**src/sv/stepper_ramp_generator_unit_assert.svh**
```systemverilog
// assertion macros used by the stepper ramp generator controller
`ifndef STEPPER_RAMP_GENERATOR_UNIT_ASSERT_SVH
`define STEPPER_RAMP_GENERATOR_UNIT_ASSERT_SVH

// same-cycle implication
`define SRG_ASSERT_IMP(lbl, clk, rst, ante, cons) \
   lbl: assert property (@(posedge clk) disable iff (rst) (ante) |-> (cons)) \
      else $error("srg assertion failed");

// next-cycle implication
`define SRG_ASSERT_NEXT(lbl, clk, rst, ante, cons) \
   lbl: assert property (@(posedge clk) disable iff (rst) (ante) |=> (cons)) \
      else $error("srg assertion failed");

`endif

```
**src/sv/srg_pkg.sv**
```systemverilog
`timescale 1ns / 1ps
package srg_pkg;

   localparam int unsigned CsrIndexBits = 3;
   localparam int unsigned CsrDataBits  = 32;

   localparam logic [CsrIndexBits-1:0] CSR_ACCEL       = 3'd0;
   localparam logic [CsrIndexBits-1:0] CSR_FIRST_IVAL  = 3'd1;
   localparam logic [CsrIndexBits-1:0] CSR_MIN_IVAL    = 3'd2;
   localparam logic [CsrIndexBits-1:0] CSR_MAX_POS     = 3'd3;
   localparam logic [CsrIndexBits-1:0] CSR_MIN_POS     = 3'd4;
   localparam logic [CsrIndexBits-1:0] CSR_USE_LIMIT   = 3'd5;
   localparam logic [CsrIndexBits-1:0] CSR_DIR_SENSE   = 3'd6;

   localparam logic [1:0] OP_TICK       = 2'd0;
   localparam logic [1:0] OP_SET_MODE   = 2'd1;
   localparam logic [1:0] OP_SET_TARGET = 2'd2;
   localparam logic [1:0] OP_LOAD_POS   = 2'd3;

   localparam logic [1:0] MODE_NONE = 2'd0;
   localparam logic [1:0] MODE_UP   = 2'd1;
   localparam logic [1:0] MODE_DOWN = 2'd2;
   localparam logic [1:0] MODE_SEEK = 2'd3;

   localparam logic [1:0] MOT_STOP = 2'd0;
   localparam logic [1:0] MOT_POS  = 2'd1;
   localparam logic [1:0] MOT_NEG  = 2'd2;

   localparam int unsigned DivBits = 64;

   typedef enum logic [1:0] {
      DIV_SPEED,
      DIV_STOP,
      DIV_TERM
   } div_sel_type;

   typedef enum logic [3:0] {
      ST_IDLE,
      ST_CHECK,
      ST_APPLY,
      ST_SPD_GO,
      ST_SPD_WAIT,
      ST_MUL,
      ST_STOP_GO,
      ST_STOP_WAIT,
      ST_DECIDE,
      ST_TERM_GO,
      ST_TERM_WAIT,
      ST_UPDATE,
      ST_DONE
   } ctrl_state_type;

   typedef struct packed {
      logic        accept;
      logic        apply;
      logic        stop_clr;
      logic        div_start;
      div_sel_type div_sel;
      logic        speed_ld;
      logic        square_ld;
      logic        stop_ld;
      logic        decide_ld;
      logic        term_ld;
      logic        update;
      logic        capture;
   } srg_cmd_type;

   typedef struct packed {
      logic op_tick;
      logic ival_zero;
      logic n_zero;
      logic div_done;
   } srg_status_type;

endpackage

```
**src/sv/srg_div.sv**
```systemverilog
`timescale 1ns / 1ps
module srg_div import srg_pkg::*; (
   input  logic               clock,
   input  logic               reset,
   input  logic               start,
   input  logic [DivBits-1:0] dividend,
   input  logic [DivBits-1:0] divisor,
   output logic               done,
   output logic [DivBits-1:0] quotient
);

   localparam int unsigned CntBits = $clog2(DivBits);

   logic               busy_ff, busy_in;
   logic               done_ff, done_in;
   logic [CntBits-1:0] cnt_ff;
   logic [DivBits-1:0] dvd_ff;
   logic [DivBits-1:0] dvs_ff;
   logic [DivBits-1:0] rem_ff;
   logic [DivBits:0]   shifted;
   logic [DivBits:0]   diff;
   logic               ge;

   // one restoring step per cycle, quotient bits shift into the dividend register
   always_comb begin
      shifted = {rem_ff, dvd_ff[DivBits-1]};
      diff    = shifted - {1'b0, dvs_ff};
      ge      = shifted >= {1'b0, dvs_ff};
      busy_in = busy_ff;
      done_in = 1'b0;
      if (start) begin
         busy_in = 1'b1;
      end else if (busy_ff && (cnt_ff == '0)) begin
         busy_in = 1'b0;
         done_in = 1'b1;
      end
   end

   always_ff @(posedge clock) begin
      if (reset) begin
         busy_ff <= 1'b0;
         done_ff <= 1'b0;
      end else begin
         busy_ff <= busy_in;
         done_ff <= done_in;
      end
   end

   always_ff @(posedge clock) begin
      if (start) begin
         dvd_ff <= dividend;
         dvs_ff <= divisor;
         rem_ff <= '0;
         cnt_ff <= CntBits'(DivBits - 1);
      end else if (busy_ff) begin
         rem_ff <= ge ? diff[DivBits-1:0] : shifted[DivBits-1:0];
         dvd_ff <= {dvd_ff[DivBits-2:0], ge};
         cnt_ff <= cnt_ff - CntBits'(1);
      end
   end

   assign done     = done_ff;
   assign quotient = dvd_ff;

endmodule

```
**src/sv/srg_datapath.sv**
```systemverilog
`timescale 1ns / 1ps
module srg_datapath import srg_pkg::*; #(
   parameter int unsigned POSITION_BITS          = 32,
   parameter int unsigned INTERVAL_FRACTION_BITS = 8
) (
   input  logic                    clock,
   input  logic                    reset,
   input  srg_cmd_type             cmd,
   output srg_status_type          status,
   input  logic [1:0]              req_operation,
   input  logic [1:0]              req_mode,
   input  logic signed [31:0]      req_value,
   input  logic                    csr_write_enable,
   input  logic [CsrIndexBits-1:0] csr_index,
   input  logic [CsrDataBits-1:0]  csr_write_data,
   output logic [15:0]             rsp_step_interval,
   output logic                    rsp_step_pulse,
   output logic                    rsp_direction_level,
   output logic [1:0]              rsp_motion,
   output logic signed [31:0]      rsp_position,
   output logic                    rsp_at_max,
   output logic                    rsp_at_min
);

   localparam int unsigned PB = POSITION_BITS;
   localparam int unsigned CW = ((PB > 32) ? PB : 32) + 2;
   localparam logic [DivBits-1:0] SpeedNum = 64'd1000000 << INTERVAL_FRACTION_BITS;
   localparam logic signed [31:0] NMax = 32'sh7FFFFFFF;

   // configuration
   logic [19:0]        accel_ff;
   logic [31:0]        first_ff;
   logic [31:0]        min_ff;
   logic signed [31:0] maxp_ff;
   logic signed [31:0] minp_ff;
   logic               use_lim_ff;
   logic               sense_ff;

   // ramp state
   logic signed [PB-1:0] cur_ff, cur_in;
   logic signed [PB-1:0] tgt_ff, tgt_in;
   logic signed [31:0]   ramp_ff, ramp_in;
   logic [31:0]          ival_ff, ival_in;
   logic [1:0]           mot_ff, mot_in;
   logic [1:0]           mode_ff, mode_in;
   logic                 dir_ff, dir_in;

   // per-item working registers
   logic [1:0]         op_ff;
   logic [1:0]         rmode_ff;
   logic signed [31:0] val_ff;
   logic [31:0]        speed_ff;
   logic [63:0]        sq_ff;
   logic [30:0]        stop_ff;
   logic signed [31:0] nw_ff;
   logic [1:0]         st_dec_ff;
   logic               dir_dec_ff;
   logic [32:0]        term_ff;

   // output register
   logic [15:0]        o_ival_ff;
   logic               o_pulse_ff;
   logic               o_dir_ff;
   logic [1:0]         o_mot_ff;
   logic signed [31:0] o_pos_ff;
   logic               o_max_ff;
   logic               o_min_ff;

   logic [DivBits-1:0] div_dvd;
   logic [DivBits-1:0] div_dvs;
   logic [DivBits-1:0] quot;
   logic               div_done;
   logic [19:0]        accel_eff;
   logic signed [34:0] dd;
   logic [34:0]        absd;
   logic signed [CW-1:0] cur_w;
   logic signed [CW-1:0] max_w;
   logic signed [CW-1:0] min_w;
   logic signed [CW-1:0] val_w;
   logic signed [CW-1:0] stop_w;
   logic signed [31:0] dec_n;
   logic [1:0]         dec_st;
   logic               dec_dir;
   logic signed [31:0] stop_s;
   logic [31:0]        sub_c;
   logic [33:0]        add_c;
   logic [31:0]        us;

   function automatic logic signed [31:0] abs_sat(input logic signed [31:0] n);
      logic signed [31:0] r;
      if (n == 32'sh80000000) r = NMax;
      else if (n < 0) r = -n;
      else r = n;
      return r;
   endfunction

   assign accel_eff = (accel_ff == '0) ? 20'd1 : accel_ff;
   assign dd        = {nw_ff[31], nw_ff, 2'b00} + 35'sd1;
   assign absd      = dd[34] ? 35'(-dd) : 35'(dd);
   assign cur_w     = CW'(cur_ff);
   assign max_w     = CW'(maxp_ff);
   assign min_w     = CW'(minp_ff);
   assign val_w     = CW'(val_ff);
   assign stop_w    = CW'({1'b0, stop_ff});
   assign stop_s    = {1'b0, stop_ff};

   always_comb begin
      unique case (cmd.div_sel)
         DIV_SPEED: begin
            div_dvd = SpeedNum;
            div_dvs = {32'b0, ival_ff};
         end
         DIV_STOP: begin
            div_dvd = sq_ff;
            div_dvs = {43'b0, accel_eff, 1'b0};
         end
         DIV_TERM: begin
            div_dvd = {31'b0, ival_ff, 1'b0};
            div_dvs = {29'b0, absd};
         end
         default: begin
            div_dvd = '0;
            div_dvs = '1;
         end
      endcase
   end

   srg_div u_div (
      .clock    (clock),
      .reset    (reset),
      .start    (cmd.div_start),
      .dividend (div_dvd),
      .divisor  (div_dvs),
      .done     (div_done),
      .quotient (quot)
   );

   // direction and braking decision for one tick
   always_comb begin
      dec_n   = ramp_ff;
      dec_st  = mot_ff;
      dec_dir = dir_ff;
      unique case (mode_ff)
         MODE_NONE: begin
            if (dec_st == MOT_STOP) dec_n = '0;
            else if (dec_n > 0) dec_n = (stop_ff == '0) ? -32'sd1 : -stop_s;
            else if (dec_n == 0) dec_st = MOT_STOP;
         end
         MODE_UP: begin
            if (dec_st == MOT_NEG && dec_n != 0) begin
               if (dec_n > 0) dec_n = -stop_s;
            end else begin
               dec_st = MOT_POS;
               if (dec_n < 0) dec_n = abs_sat(dec_n);
            end
         end
         MODE_DOWN: begin
            if (dec_st == MOT_POS && dec_n != 0) begin
               if (dec_n > 0) dec_n = -stop_s;
            end else begin
               dec_st = MOT_NEG;
               if (dec_n < 0) dec_n = abs_sat(dec_n);
            end
         end
         default: begin
            if (cur_ff < tgt_ff) begin
               dec_n  = abs_sat(dec_n);
               dec_st = MOT_POS;
            end else if (cur_ff > tgt_ff) begin
               dec_n  = abs_sat(dec_n);
               dec_st = MOT_NEG;
            end else begin
               dec_st = MOT_STOP;
               if (dec_n > 0) dec_n = -stop_s;
            end
         end
      endcase
      if (use_lim_ff) begin
         if (dec_st == MOT_POS) begin
            if (cur_w < max_w) begin
               if (stop_w >= max_w - cur_w && dec_n > 0) dec_n = -stop_s;
            end else begin
               dec_st = MOT_STOP;
               dec_n  = '0;
            end
         end
         if (dec_st == MOT_NEG) begin
            if (cur_w > min_w) begin
               if (stop_w >= cur_w - min_w && dec_n > 0) dec_n = -stop_s;
            end else begin
               dec_st = MOT_STOP;
               dec_n  = '0;
            end
         end
      end
      if (dec_st == MOT_POS) dec_dir = sense_ff;
      else if (dec_st == MOT_NEG) dec_dir = ~sense_ff;
      // at top speed, force deceleration
      if (ival_ff <= min_ff && dec_n > 0) dec_n = (stop_ff != '0) ? -stop_s : -32'sd1;
   end

   // state update after the recurrence term is known, or from a mode, target or position request
   always_comb begin
      cur_in  = cur_ff;
      tgt_in  = tgt_ff;
      ramp_in = ramp_ff;
      ival_in = ival_ff;
      mot_in  = mot_ff;
      mode_in = mode_ff;
      dir_in  = dir_ff;
      sub_c   = ival_ff - term_ff[31:0];
      add_c   = {2'b0, ival_ff} + {1'b0, term_ff};
      if (cmd.update) begin
         if (nw_ff == 0) begin
            ival_in = (first_ff <= min_ff) ? min_ff : first_ff;
         end else if (nw_ff > 0) begin
            ival_in = (sub_c <= min_ff) ? min_ff : sub_c;
         end else begin
            ival_in = (add_c[33:32] != 2'b00) ? 32'hFFFFFFFF : add_c[31:0];
         end
         ramp_in = (nw_ff == NMax) ? nw_ff : nw_ff + 32'sd1;
         mot_in  = st_dec_ff;
         dir_in  = dir_dec_ff;
         if (st_dec_ff == MOT_POS) cur_in = cur_ff + PB'(1);
         else if (st_dec_ff == MOT_NEG) cur_in = cur_ff - PB'(1);
      end else if (cmd.apply) begin
         unique case (op_ff)
            OP_SET_MODE: begin
               if (rmode_ff == MODE_SEEK) begin
                  tgt_in  = cur_ff;
                  ramp_in = '0;
                  mot_in  = MOT_STOP;
               end
               mode_in = rmode_ff;
            end
            OP_SET_TARGET: tgt_in = val_w[PB-1:0];
            OP_LOAD_POS:   cur_in = val_w[PB-1:0];
            default:       tgt_in = tgt_ff;
         endcase
      end
   end

   always_ff @(posedge clock) begin
      if (reset) begin
         accel_ff   <= 20'd20000;
         first_ff   <= 32'd1730560;
         min_ff     <= 32'd25600;
         maxp_ff    <= '0;
         minp_ff    <= '0;
         use_lim_ff <= 1'b1;
         sense_ff   <= 1'b0;
      end else if (csr_write_enable) begin
         unique case (csr_index)
            CSR_ACCEL:      accel_ff   <= csr_write_data[19:0];
            CSR_FIRST_IVAL: first_ff   <= csr_write_data;
            CSR_MIN_IVAL:   min_ff     <= csr_write_data;
            CSR_MAX_POS:    maxp_ff    <= csr_write_data;
            CSR_MIN_POS:    minp_ff    <= csr_write_data;
            CSR_USE_LIMIT:  use_lim_ff <= csr_write_data[0];
            CSR_DIR_SENSE:  sense_ff   <= csr_write_data[0];
            default:        sense_ff   <= sense_ff;
         endcase
      end
   end

   always_ff @(posedge clock) begin
      if (reset) begin
         cur_ff  <= '0;
         tgt_ff  <= '0;
         ramp_ff <= '0;
         ival_ff <= '0;
         mot_ff  <= MOT_STOP;
         mode_ff <= MODE_NONE;
         dir_ff  <= 1'b0;
      end else begin
         cur_ff  <= cur_in;
         tgt_ff  <= tgt_in;
         ramp_ff <= ramp_in;
         ival_ff <= ival_in;
         mot_ff  <= mot_in;
         mode_ff <= mode_in;
         dir_ff  <= dir_in;
      end
   end

   always_ff @(posedge clock) begin
      if (cmd.accept) begin
         op_ff    <= req_operation;
         rmode_ff <= req_mode;
         val_ff   <= req_value;
      end
      if (cmd.speed_ld) speed_ff <= (quot[63:32] != '0) ? 32'hFFFFFFFF : quot[31:0];
      if (cmd.square_ld) sq_ff <= {32'b0, speed_ff} * {32'b0, speed_ff};
      if (cmd.stop_clr) stop_ff <= '0;
      else if (cmd.stop_ld) stop_ff <= (quot[63:31] != '0) ? 31'h7FFFFFFF : quot[30:0];
      if (cmd.decide_ld) begin
         nw_ff      <= dec_n;
         st_dec_ff  <= dec_st;
         dir_dec_ff <= dec_dir;
      end
      if (cmd.term_ld) term_ff <= quot[32:0];
   end

   assign us = ival_ff >> INTERVAL_FRACTION_BITS;

   always_ff @(posedge clock) begin
      if (cmd.capture) begin
         o_ival_ff  <= (us >= 32'd65535) ? 16'hFFFF : us[15:0];
         o_pulse_ff <= (op_ff == OP_TICK) && (mot_ff != MOT_STOP);
         o_dir_ff   <= dir_ff;
         o_mot_ff   <= mot_ff;
         o_pos_ff   <= cur_w[31:0];
         o_max_ff   <= cur_w == max_w;
         o_min_ff   <= cur_w == min_w;
      end
   end

   assign status.op_tick   = op_ff == OP_TICK;
   assign status.ival_zero = ival_ff == '0;
   assign status.n_zero    = nw_ff == 0;
   assign status.div_done  = div_done;

   assign rsp_step_interval   = o_ival_ff;
   assign rsp_step_pulse      = o_pulse_ff;
   assign rsp_direction_level = o_dir_ff;
   assign rsp_motion          = o_mot_ff;
   assign rsp_position        = o_pos_ff;
   assign rsp_at_max          = o_max_ff;
   assign rsp_at_min          = o_min_ff;

endmodule

```
**src/sv/srg_ctrl.sv**
```systemverilog
`timescale 1ns / 1ps
`include "stepper_ramp_generator_unit_assert.svh"
module srg_ctrl import srg_pkg::*; (
   input  logic           clock,
   input  logic           reset,
   input  logic           req_valid,
   output logic           req_stall,
   output logic           rsp_valid,
   input  logic           rsp_stall,
   input  srg_status_type status,
   output srg_cmd_type    cmd
);

   ctrl_state_type state_ff, state_in;
   logic           rsp_valid_ff, rsp_valid_in;
   logic           div_wait;

   always_ff @(posedge clock) begin
      if (reset) begin
         state_ff     <= ST_IDLE;
         rsp_valid_ff <= 1'b0;
      end else begin
         state_ff     <= state_in;
         rsp_valid_ff <= rsp_valid_in;
      end
   end

   always_comb begin
      state_in    = state_ff;
      cmd         = '0;
      cmd.div_sel = DIV_SPEED;
      unique case (state_ff)
         ST_IDLE: begin
            if (req_valid) begin
               cmd.accept = 1'b1;
               state_in   = ST_CHECK;
            end
         end
         ST_CHECK: begin
            cmd.stop_clr = 1'b1;
            if (!status.op_tick) state_in = ST_APPLY;
            else if (status.ival_zero) state_in = ST_DECIDE;
            else state_in = ST_SPD_GO;
         end
         ST_APPLY: begin
            cmd.apply = 1'b1;
            state_in  = ST_DONE;
         end
         ST_SPD_GO: begin
            cmd.div_start = 1'b1;
            state_in      = ST_SPD_WAIT;
         end
         ST_SPD_WAIT: begin
            if (status.div_done) begin
               cmd.speed_ld = 1'b1;
               state_in     = ST_MUL;
            end
         end
         ST_MUL: begin
            cmd.square_ld = 1'b1;
            state_in      = ST_STOP_GO;
         end
         ST_STOP_GO: begin
            cmd.div_start = 1'b1;
            cmd.div_sel   = DIV_STOP;
            state_in      = ST_STOP_WAIT;
         end
         ST_STOP_WAIT: begin
            cmd.div_sel = DIV_STOP;
            if (status.div_done) begin
               cmd.stop_ld = 1'b1;
               state_in    = ST_DECIDE;
            end
         end
         ST_DECIDE: begin
            cmd.decide_ld = 1'b1;
            state_in      = ST_TERM_GO;
         end
         ST_TERM_GO: begin
            cmd.div_sel = DIV_TERM;
            // ramp restarts from the first interval, no term needed
            if (status.n_zero) begin
               state_in = ST_UPDATE;
            end else begin
               cmd.div_start = 1'b1;
               state_in      = ST_TERM_WAIT;
            end
         end
         ST_TERM_WAIT: begin
            cmd.div_sel = DIV_TERM;
            if (status.div_done) begin
               cmd.term_ld = 1'b1;
               state_in    = ST_UPDATE;
            end
         end
         ST_UPDATE: begin
            cmd.update = 1'b1;
            state_in   = ST_DONE;
         end
         ST_DONE: begin
            if (!rsp_valid_ff || !rsp_stall) begin
               cmd.capture = 1'b1;
               state_in    = ST_IDLE;
            end
         end
         default: state_in = ST_IDLE;
      endcase
   end

   always_comb begin
      if (cmd.capture) rsp_valid_in = 1'b1;
      else if (rsp_stall) rsp_valid_in = rsp_valid_ff;
      else rsp_valid_in = 1'b0;
   end

   assign req_stall = state_ff != ST_IDLE;
   assign rsp_valid = rsp_valid_ff;
   assign div_wait  = (state_ff == ST_SPD_WAIT) || (state_ff == ST_STOP_WAIT) ||
                      (state_ff == ST_TERM_WAIT);

   `SRG_ASSERT_IMP(a_capture_free, clock, reset, cmd.capture, !rsp_valid_ff || !rsp_stall)
   `SRG_ASSERT_IMP(a_done_in_wait, clock, reset, status.div_done, div_wait)
   `SRG_ASSERT_NEXT(a_accept_check, clock, reset, cmd.accept, state_ff == ST_CHECK)

endmodule

```
**src/sv/stepper_ramp_generator_unit.sv**
```systemverilog
`timescale 1ns / 1ps
// Stepper speed-ramp generator. Each beat on req_ carries one operation and gives exactly one
// beat on rsp_. Set mode, set target and load position go through the check, apply and done
// states. A tick runs a shared restoring divider (64 restoring steps per division) up to three
// times, for the speed, the stopping distance and the recurrence term, with one 32x32 multiply
// between the first two. The term division is skipped when the ramp index restarts from zero,
// and the speed and stopping-distance divisions while the stored interval is still zero after
// reset. A stalled result in the output register holds the unit before the capture until it is
// taken; a new request is taken the cycle after the result is captured.
module stepper_ramp_generator_unit import srg_pkg::*; #(
   parameter int unsigned POSITION_BITS          = 32,
   parameter int unsigned INTERVAL_FRACTION_BITS = 8
) (
   input  logic                    clock,
   input  logic                    reset,
   input  logic                    req_valid,
   output logic                    req_stall,
   input  logic [1:0]              req_operation,
   input  logic [1:0]              req_mode,
   input  logic signed [31:0]      req_value,
   output logic                    rsp_valid,
   input  logic                    rsp_stall,
   output logic [15:0]             rsp_step_interval,
   output logic                    rsp_step_pulse,
   output logic                    rsp_direction_level,
   output logic [1:0]              rsp_motion,
   output logic signed [31:0]      rsp_position,
   output logic                    rsp_at_max,
   output logic                    rsp_at_min,
   input  logic                    csr_write_enable,
   input  logic [CsrIndexBits-1:0] csr_index,
   input  logic [CsrDataBits-1:0]  csr_write_data
);

   srg_cmd_type    cmd;
   srg_status_type status;

   srg_ctrl u_ctrl (
      .clock     (clock),
      .reset     (reset),
      .req_valid (req_valid),
      .req_stall (req_stall),
      .rsp_valid (rsp_valid),
      .rsp_stall (rsp_stall),
      .status    (status),
      .cmd       (cmd)
   );

   srg_datapath #(
      .POSITION_BITS          (POSITION_BITS),
      .INTERVAL_FRACTION_BITS (INTERVAL_FRACTION_BITS)
   ) u_datapath (
      .clock               (clock),
      .reset               (reset),
      .cmd                 (cmd),
      .status              (status),
      .req_operation       (req_operation),
      .req_mode            (req_mode),
      .req_value           (req_value),
      .csr_write_enable    (csr_write_enable),
      .csr_index           (csr_index),
      .csr_write_data      (csr_write_data),
      .rsp_step_interval   (rsp_step_interval),
      .rsp_step_pulse      (rsp_step_pulse),
      .rsp_direction_level (rsp_direction_level),
      .rsp_motion          (rsp_motion),
      .rsp_position        (rsp_position),
      .rsp_at_max          (rsp_at_max),
      .rsp_at_min          (rsp_at_min)
   );

endmodule

```
**config.mk**
```make
export PLATFORM = sky130hd
export DESIGN_NAME = stepper_ramp_generator_unit
export DESIGN_NICKNAME = d
export VERILOG_FILES = /design/src/sv/srg_pkg.sv /design/src/sv/srg_div.sv /design/src/sv/srg_datapath.sv /design/src/sv/srg_ctrl.sv /design/src/sv/stepper_ramp_generator_unit.sv
export VERILOG_INCLUDE_DIRS = /design/src /design/src/sv
export SDC_FILE = /design/constraint.sdc
export NUM_CORES = 2
export LEC_CHECK = 0
export BUFFER_PORTS_ARGS = -buffer_cell sky130_fd_sc_hd__buf_2
export CAP_MARGIN = 40
export CORE_MARGIN = 2
export CORE_UTILIZATION = 40
export DETAILED_ROUTE_END_ITERATION = 16
export GPL_TIMING_DRIVEN = 0
export SLEW_MARGIN = 15
export SYNTH_ARGS = -nofsm -noshare
export SYNTH_HDL_FRONTEND = slang
export SYNTH_SLANG_ARGS = --single-unit
```
**constraint.sdc**
```tcl
create_clock -name clock -period 10.1 [get_ports clock]
set_input_delay 2.02 -clock clock [delete_from_list [all_inputs] [get_ports clock]]
set_output_delay 2.02 -clock clock [all_outputs]
set_load 0.02 [all_outputs]
```
# After elaboration in Yosys (flattened, before gate mapping)
# Index checks and enable logic that the tools add are counted.
# Widths: inputs -> output; s select.
[word_totals]
register_bits = 773
input_bits = 76
output_inout_bits = 56
[op_classes]
n_addsub = 13
mul = 1
order_cmp = 17
n_eq_ne = 46
mux = 98
bitwise = 2
reduce_logical = 53
[ops]
columns = ["operator", "count"]
rows = [
  ["$mux 32", 38],
  ["$pmux 64 s3", 2],
  ["$mux 64", 3],
  ["$gt 32x1->1 const B", 5],
  ["$le 32x32->1", 3],
  ["$logic_not 32->1", 3],
  ["$pmux 32 s3", 1],
  ["$ge 32x34->1", 2],
  ["$sub 32x32->33", 2],
  ["$ge 65x64->1", 1],
  ["$add 32x2->32 const B", 2],
  ["$eq 32x32->1", 2],
  ["$eq 32x32->1 const B", 2],
  ["$gt 32x32->1", 2],
  ["$lt 32x32->1", 2],
  ["$mul 32x32->64", 1],
  ["$pmux 32 s2", 1],
  ["$reduce_bool 32->1", 2],
  ["$sub 64x64->64", 1],
  ["$pmux 4 s12", 1],
  ["$add 34x2->35 const B", 1],
  ["$mux 35", 1],
  ["$neg 35->35", 1],
  ["$add 32x33->34", 1],
  ["other kinds (46)", 150],
]

# Longest topological paths before layout
[depth]
depth_word = 21
depth_mapped = 43
ltp_nobuf = 39

# By module
# Synthesis repeated with hierarchy kept, for this count alone.
[unflattened]
cells_unflattened = 8987
area_unflattened_um2 = 81005.2
[by_module_without_submodules]
columns = ["module", "n_inst", "cells_each", "area_each_um2", "seq_area_each_um2"]
rows = [
  ["srg_datapath", 1, 7686, 68545.7, 13883.3],
  ["srg_div", 1, 1227, 11896.4, 5285.1],
  ["srg_ctrl", 1, 74, 563.0, 100.1],
]

# Worst setup path after synthesis
# No wires, ideal clock.
[synth_path]
path_type = "register -> register"
startpoint = "register u_datapath.speed_ff[4]"
endpoint = "register u_datapath.sq_ff[63], data pin"
arrival_ns = 8.811
required_time_ns = 9.840
path_slack_ns = 1.029
path_stages_with_launch = 39
path_buffers = 1
cell_sequence = "edfxtp_1 clkbuf_1 nand2_1 fa_1 inv_1 fa_1 inv_1 fa_1 inv_1 fa_1 inv_1 fa_1 inv_1 ha_1 inv_1 fa_1 fa_1 inv_1 [3 not listed] a21oi_1 o21bai_1 a21oi_1 o221ai_1 o211ai_1 o2111ai_1 a41oi_1 a41oi_1 a21oi_1 a21oi_1 o21ai_0 a31o_2 nand3_1 nand2_1 a311oi_1 o21ai_0 a21oi_1 xnor2_1"
[synth_via]
elab_chain_len = 1
[synth_lines]
columns = ["element", "line_no", "text"]
rows = [
  ["start: declaration", "srg_datapath.sv:52", "logic [31:0] speed_ff;"],
  ["start signal: assignment", "srg_datapath.sv:292", "if (cmd.speed_ld) speed_ff <= (quot[63:32] != '0) ? 32'hFFFFFFFF : quot[31:0];"],
  ["$mul 32x32->64", "srg_datapath.sv:293", "if (cmd.square_ld) sq_ff <= {32'b0, speed_ff} * {32'b0, speed_ff};"],
  ["end signal: assignment", "srg_datapath.sv:293", ""],
  ["end: declaration", "srg_datapath.sv:53", "logic [63:0] sq_ff;"],
]
# Every way passes these cells.
# A chain may end at the register's enable or synchronous reset.

# Worst setup path in the final report
[layout_path]
startpoint = "register u_datapath.speed_ff[18]"
endpoint = "register u_datapath.sq_ff[61], data pin"
# The elaborated chain is that of the path after synthesis.

==> metrics.md <==
| Metric | Value |
|---|---|
| Fin crit share | `between 90% and 100%` |
| Post-synthesis mux area share | `1.753%` |
| Reg-to-Reg End | `u_datapath.sq_ff[61]` |
| Core area | `0.1926 mm²` |
| Max Cap Viol | `0` |
| Status | `completed` |
| Tightest Hold Check Type | `reg2reg` |
| Overall Global Routing Usage | `29.63%` |
| Post-synthesis compound-gate area fraction | `14.42%` |
| Die area | `0.1974 mm²` |
| PD cells | `114.2 mW/mm²` |
| Slew of the pin with the lowest slew margin | `0.9978 ns` |
| CP endpoint | `u_datapath.sq_ff[61]` |
| Leakage power | `38.24 nW` |
| Metal3 WL | `between 20,000 and 30,000 µm` |
| Antenna violations before repair | `24` |
| Vias in the first global route | `66,580` |
| Worst slew margin | `33.25%` |
| Fin. Hold Viols | `0` |
| Clock skew | `roughly 0.067 ns` |
| Cell Rows | `161` |
| CP max stage delay | `0.58 ns` |
| Port bufs | `130` |
| Main synth FF type | `dfxtp_1` |
| Crit. End Element | `register` |
| Routability cong. | `roughly 0.99` |
| Final antenna-violating net count | `0` |
| Crit path DAT | `10.29 ns` |
| CTS Buf Count | `87` |
| Post-DP HPWL | `242,600 µm` |
| Drt first-iter violations | `6,716` |
| Mapped Cells | `between 8,000 and 9,000` |
| Final core occ | `44.90%` |
| Post-synthesis adder-cell area fraction | `about a third` |
| DRT met1 WL | `126,600 µm` |
| Clock Tree Buf Depth | `3` |
| Final setup violation count | `0` |
| XOR/XNOR share of the synthesized area | `3.943%` |
| WL/cell | `roughly 25 µm` |
| Netlist cell types | `103` |
| Routed wire length on met2 | `between 100,000 and 150,000 µm` |
| Worst path required time | `10.55 ns` |
| Initial Util | `40.26%` |
| Yosys reg bits | `about 740` |
| Via density | `5.730` |
| H-tree depth | `3` |
| Startpoint Class | `register` |
| DRC | `0` |
| Most used cell along the critical path | `fa_1` |
| Max rail drop VDD | `0.0001196 V` |
| Via count | `67,380` |
| Post-synthesis sequential area ratio | `23.69%` |
| Main combinational cell family by area after synthesis | `adder cells` |
| Min-Delay Path Depth | `2` |
| Yosys top cell by area | `fa_1` |
| Ys Warns | `0` |
| Clock latency on the worst-skew pair | `0.72 ns` |
| Asr flop ratio synth | `0%` |
| Post-Syn Area | `0.07753 mm²` |
| Avg Cell Area, Syn | `8.814 µm²` |
| Chip height | `444.3 µm` |
| Yosys top cell area share | `between 20% and 30%` |
| Synth Area in Simple Gates | `15.61%` |
| Clock root buffer | `clkbuf_16` |
| Top sig layer | `met5` |
| First-pass GRT wire length | `~440,000 µm` |
| R2r setup slk | `roughly 0.25 ns` |
| Worst Setup SP | `u_datapath.speed_ff[18]` |
| Slowest cell on crit path | `fa_1` |
| Share of cells above drive strength 1 | `6.909%` |
| Fmax achieved | `0.1016 GHz` |
| Clk slew on worst S/H paths | `about 0.060 ns` |
| Top Ports | `132` |
| Reg2reg start | `u_datapath.speed_ff[18]` |
| Count of flip-flops with a built-in enable after synthesis | `351` |
| Worst Path Max Fanout | `12` |
| CTS sink cnt | `742` |
| Min Hold Slack | `0.4563 ns` |
| Top cells by area, synth | `fa_1 (21%), edfxtp_1 (14%), ha_1 (11%)` |
| Cts hold-fix bufs | `0` |
| Post-Route WL | `295,900 µm` |
| CTS tree | `yes` |
| Worst r2r path cells | `38` |
| Final worst path period need | `9.847 ns` |
| Largest net degree at the start of global routing | `51` |
| Layout Nets | `10,720` |
| TritonRoute pass-1 iters | `8` |
| Grt ovf | `0` |
| Max Slew Vio Count | `0` |
| Die Width | `444.3 µm` |
| P&R area growth vs syn | `11.54%` |
| Kind of critical path | `reg2reg` |
==> cell usage after synthesis, types with 46 or more instances <==
cell	instances
nor3_1	167
or3_1	83
nand2b_1	64
nor2b_1	84
nand2_1	852
inv_1	1305
mux2i_1	129
nor4_1	57
a22oi_1	65
xnor2_1	233
o21ai_0	329
a31oi_1	46
nor2_1	643
nand4_1	106
clkbuf_1	383
ha_1	687
a211oi_1	105
dfxtp_1	391
edfxtp_1	351
and2_1	226
a21oi_1	656
xor2_1	116
a21o_1	146
fa_1	813
nand3_1	123
==> sequential cells by signal (all words and copies together) (netlist names), 6 cells and up <==
signal,cells
u_datapath.ival_ff,32
u_datapath.minp_ff,32
u_datapath.maxp_ff,32
u_datapath.u_div.cnt_ff,6
u_datapath.u_div.quotient,64
u_datapath.sq_ff,63
u_datapath.term_ff,33
u_datapath.min_ff,32
u_datapath.u_div.dvs_ff,34
u_datapath.accel_ff,20
u_datapath.u_div.rem_ff,64
u_datapath.tgt_ff,32
u_datapath.first_ff,32
u_datapath.ramp_ff,32
u_datapath.rsp_position,32
u_datapath.rsp_step_interval,16
u_datapath.speed_ff,32
u_datapath.nw_ff,32
u_datapath.val_ff,32
u_datapath.cur_ff,32
u_datapath.stop_ff,31
==> how the worst min path moves through the flow <==
stage	start	end	slack, ns
floorplan	u_datapath.mot_ff[0]	u_datapath.rsp_motion[0]	0.41
global placement	u_datapath.maxp_ff[0]	u_datapath.maxp_ff[0]	0.44
detailed placement	u_datapath.minp_ff[22]	u_datapath.minp_ff[22]	0.45
CTS	u_datapath.minp_ff[22]	u_datapath.minp_ff[22]	0.45
global route	u_datapath.maxp_ff[27]	u_datapath.maxp_ff[27]	0.47
finish	u_datapath.maxp_ff[0]	u_datapath.maxp_ff[0]	0.46
==> critical path: cells and delay by family (launching register included) <==
kind	cells	cell delay, ns
compound gates	14	2.88
xor+xnor	1	0.13
fa+ha+maj	9	4.58
buf+inv	11	1.28
flops	1	0.32
simple gates	3	0.36
==> power by group <==
group	leakage [nW]	internal, W	switching [W]	total [W]
clock	1.38	0.00185	0.00141	0.00326
combinational	30.5	0.00117	0.00181	0.00298
sequential	6.34	0.00341	0.000233	0.00364
==> per-stage QoR <==
stage / power, W / setup TNS [ns] / area (µm²) / std cells / worst slack (ns)
6_report: 0.009877 / 0 / 86470 / 11760 / 0.2535
3_3_place_gp: 0.006494 / -64.12 / 81350 / 11450 / -1.832
4_1_cts: 0.009859 / 0 / 85690 / 11700 / 0.01714
2_1_floorplan: 0.005709 / 0 / 77540 / 8798 / 1.029
5_1_grt: 0.01037 / -0.1911 / 86450 / 11750 / -0.03923
3_5_place_dp: 0.006587 / -44.65 / 82290 / 11530 / -1.655
==> cell usage in the layout (no fill, tap or decap), types with 53 or more instances in the layout <==
| cell type | instances |
|---|---|
| inv_1 | 1305 |
| nand2_1 | 852 |
| fa_1 | 812 |
| ha_1 | 686 |
| a21oi_1 | 645 |
| nor2_1 | 640 |
| dfxtp_1 | 389 |
| edfxtp_1 | 351 |
| clkbuf_1 | 347 |
| o21ai_0 | 326 |
| xnor2_1 | 233 |
| and2_1 | 225 |
| nor3_1 | 164 |
| buf_2 | 152 |
| a21o_1 | 146 |
| nand3_1 | 123 |
| mux2i_1 | 122 |
| xor2_1 | 116 |
| nand4_1 | 106 |
| a211oi_1 | 99 |
| clkbuf_16 | 87 |
| nor2b_1 | 84 |
| buf_4 | 83 |
| or3_1 | 82 |
| a22oi_1 | 65 |
| nand2b_1 | 63 |
| nor4_1 | 53 |
==> final cells by class <==
class,count,area (µm²)
Fill cell,18830,106100
Multi-Input combinational cell,6314,53220
Sequential cell,742,18370
Inverter,1318,4955
Tap cell,2526,3161
Clock buffer,116,2360
Timing Repair Buffer,270,2102
Buffer,415,1739
Clock inverter,45,530.5
Antenna cell,14,35.03
==> logic make-up (layout without fill, tap and decap cells) <==
kind of cell,after synthesis,count (layout)
compound gates,1774,1774
fa+ha+maj,1500,1500
flops,742,742
other cells,1,17
buf+inv,1742,2164
simple gates,2553,2553
mux,135,135
xor+xnor,349,349
==> what timing repair did <==
item | in CTS | in global routing
pin swaps | 7 | 21
setup endpoints to repair | 53 | 56
buffers inserted | 18 | 37
resized for setup | 93 | 118
==> metal layers <==
| layer | vias to the layer above | GRT usage [%] |
|---|---|---|
| met2 | 3068 | 44.75 |
| met3 | 636 | 6.360 |
| li1 | 30250 | - |
| met5 | - | 0 |
| met4 | 10 | 11.04 |
| met1 | 33420 | 41.53 |
Power figures use the tool's default switching activity.
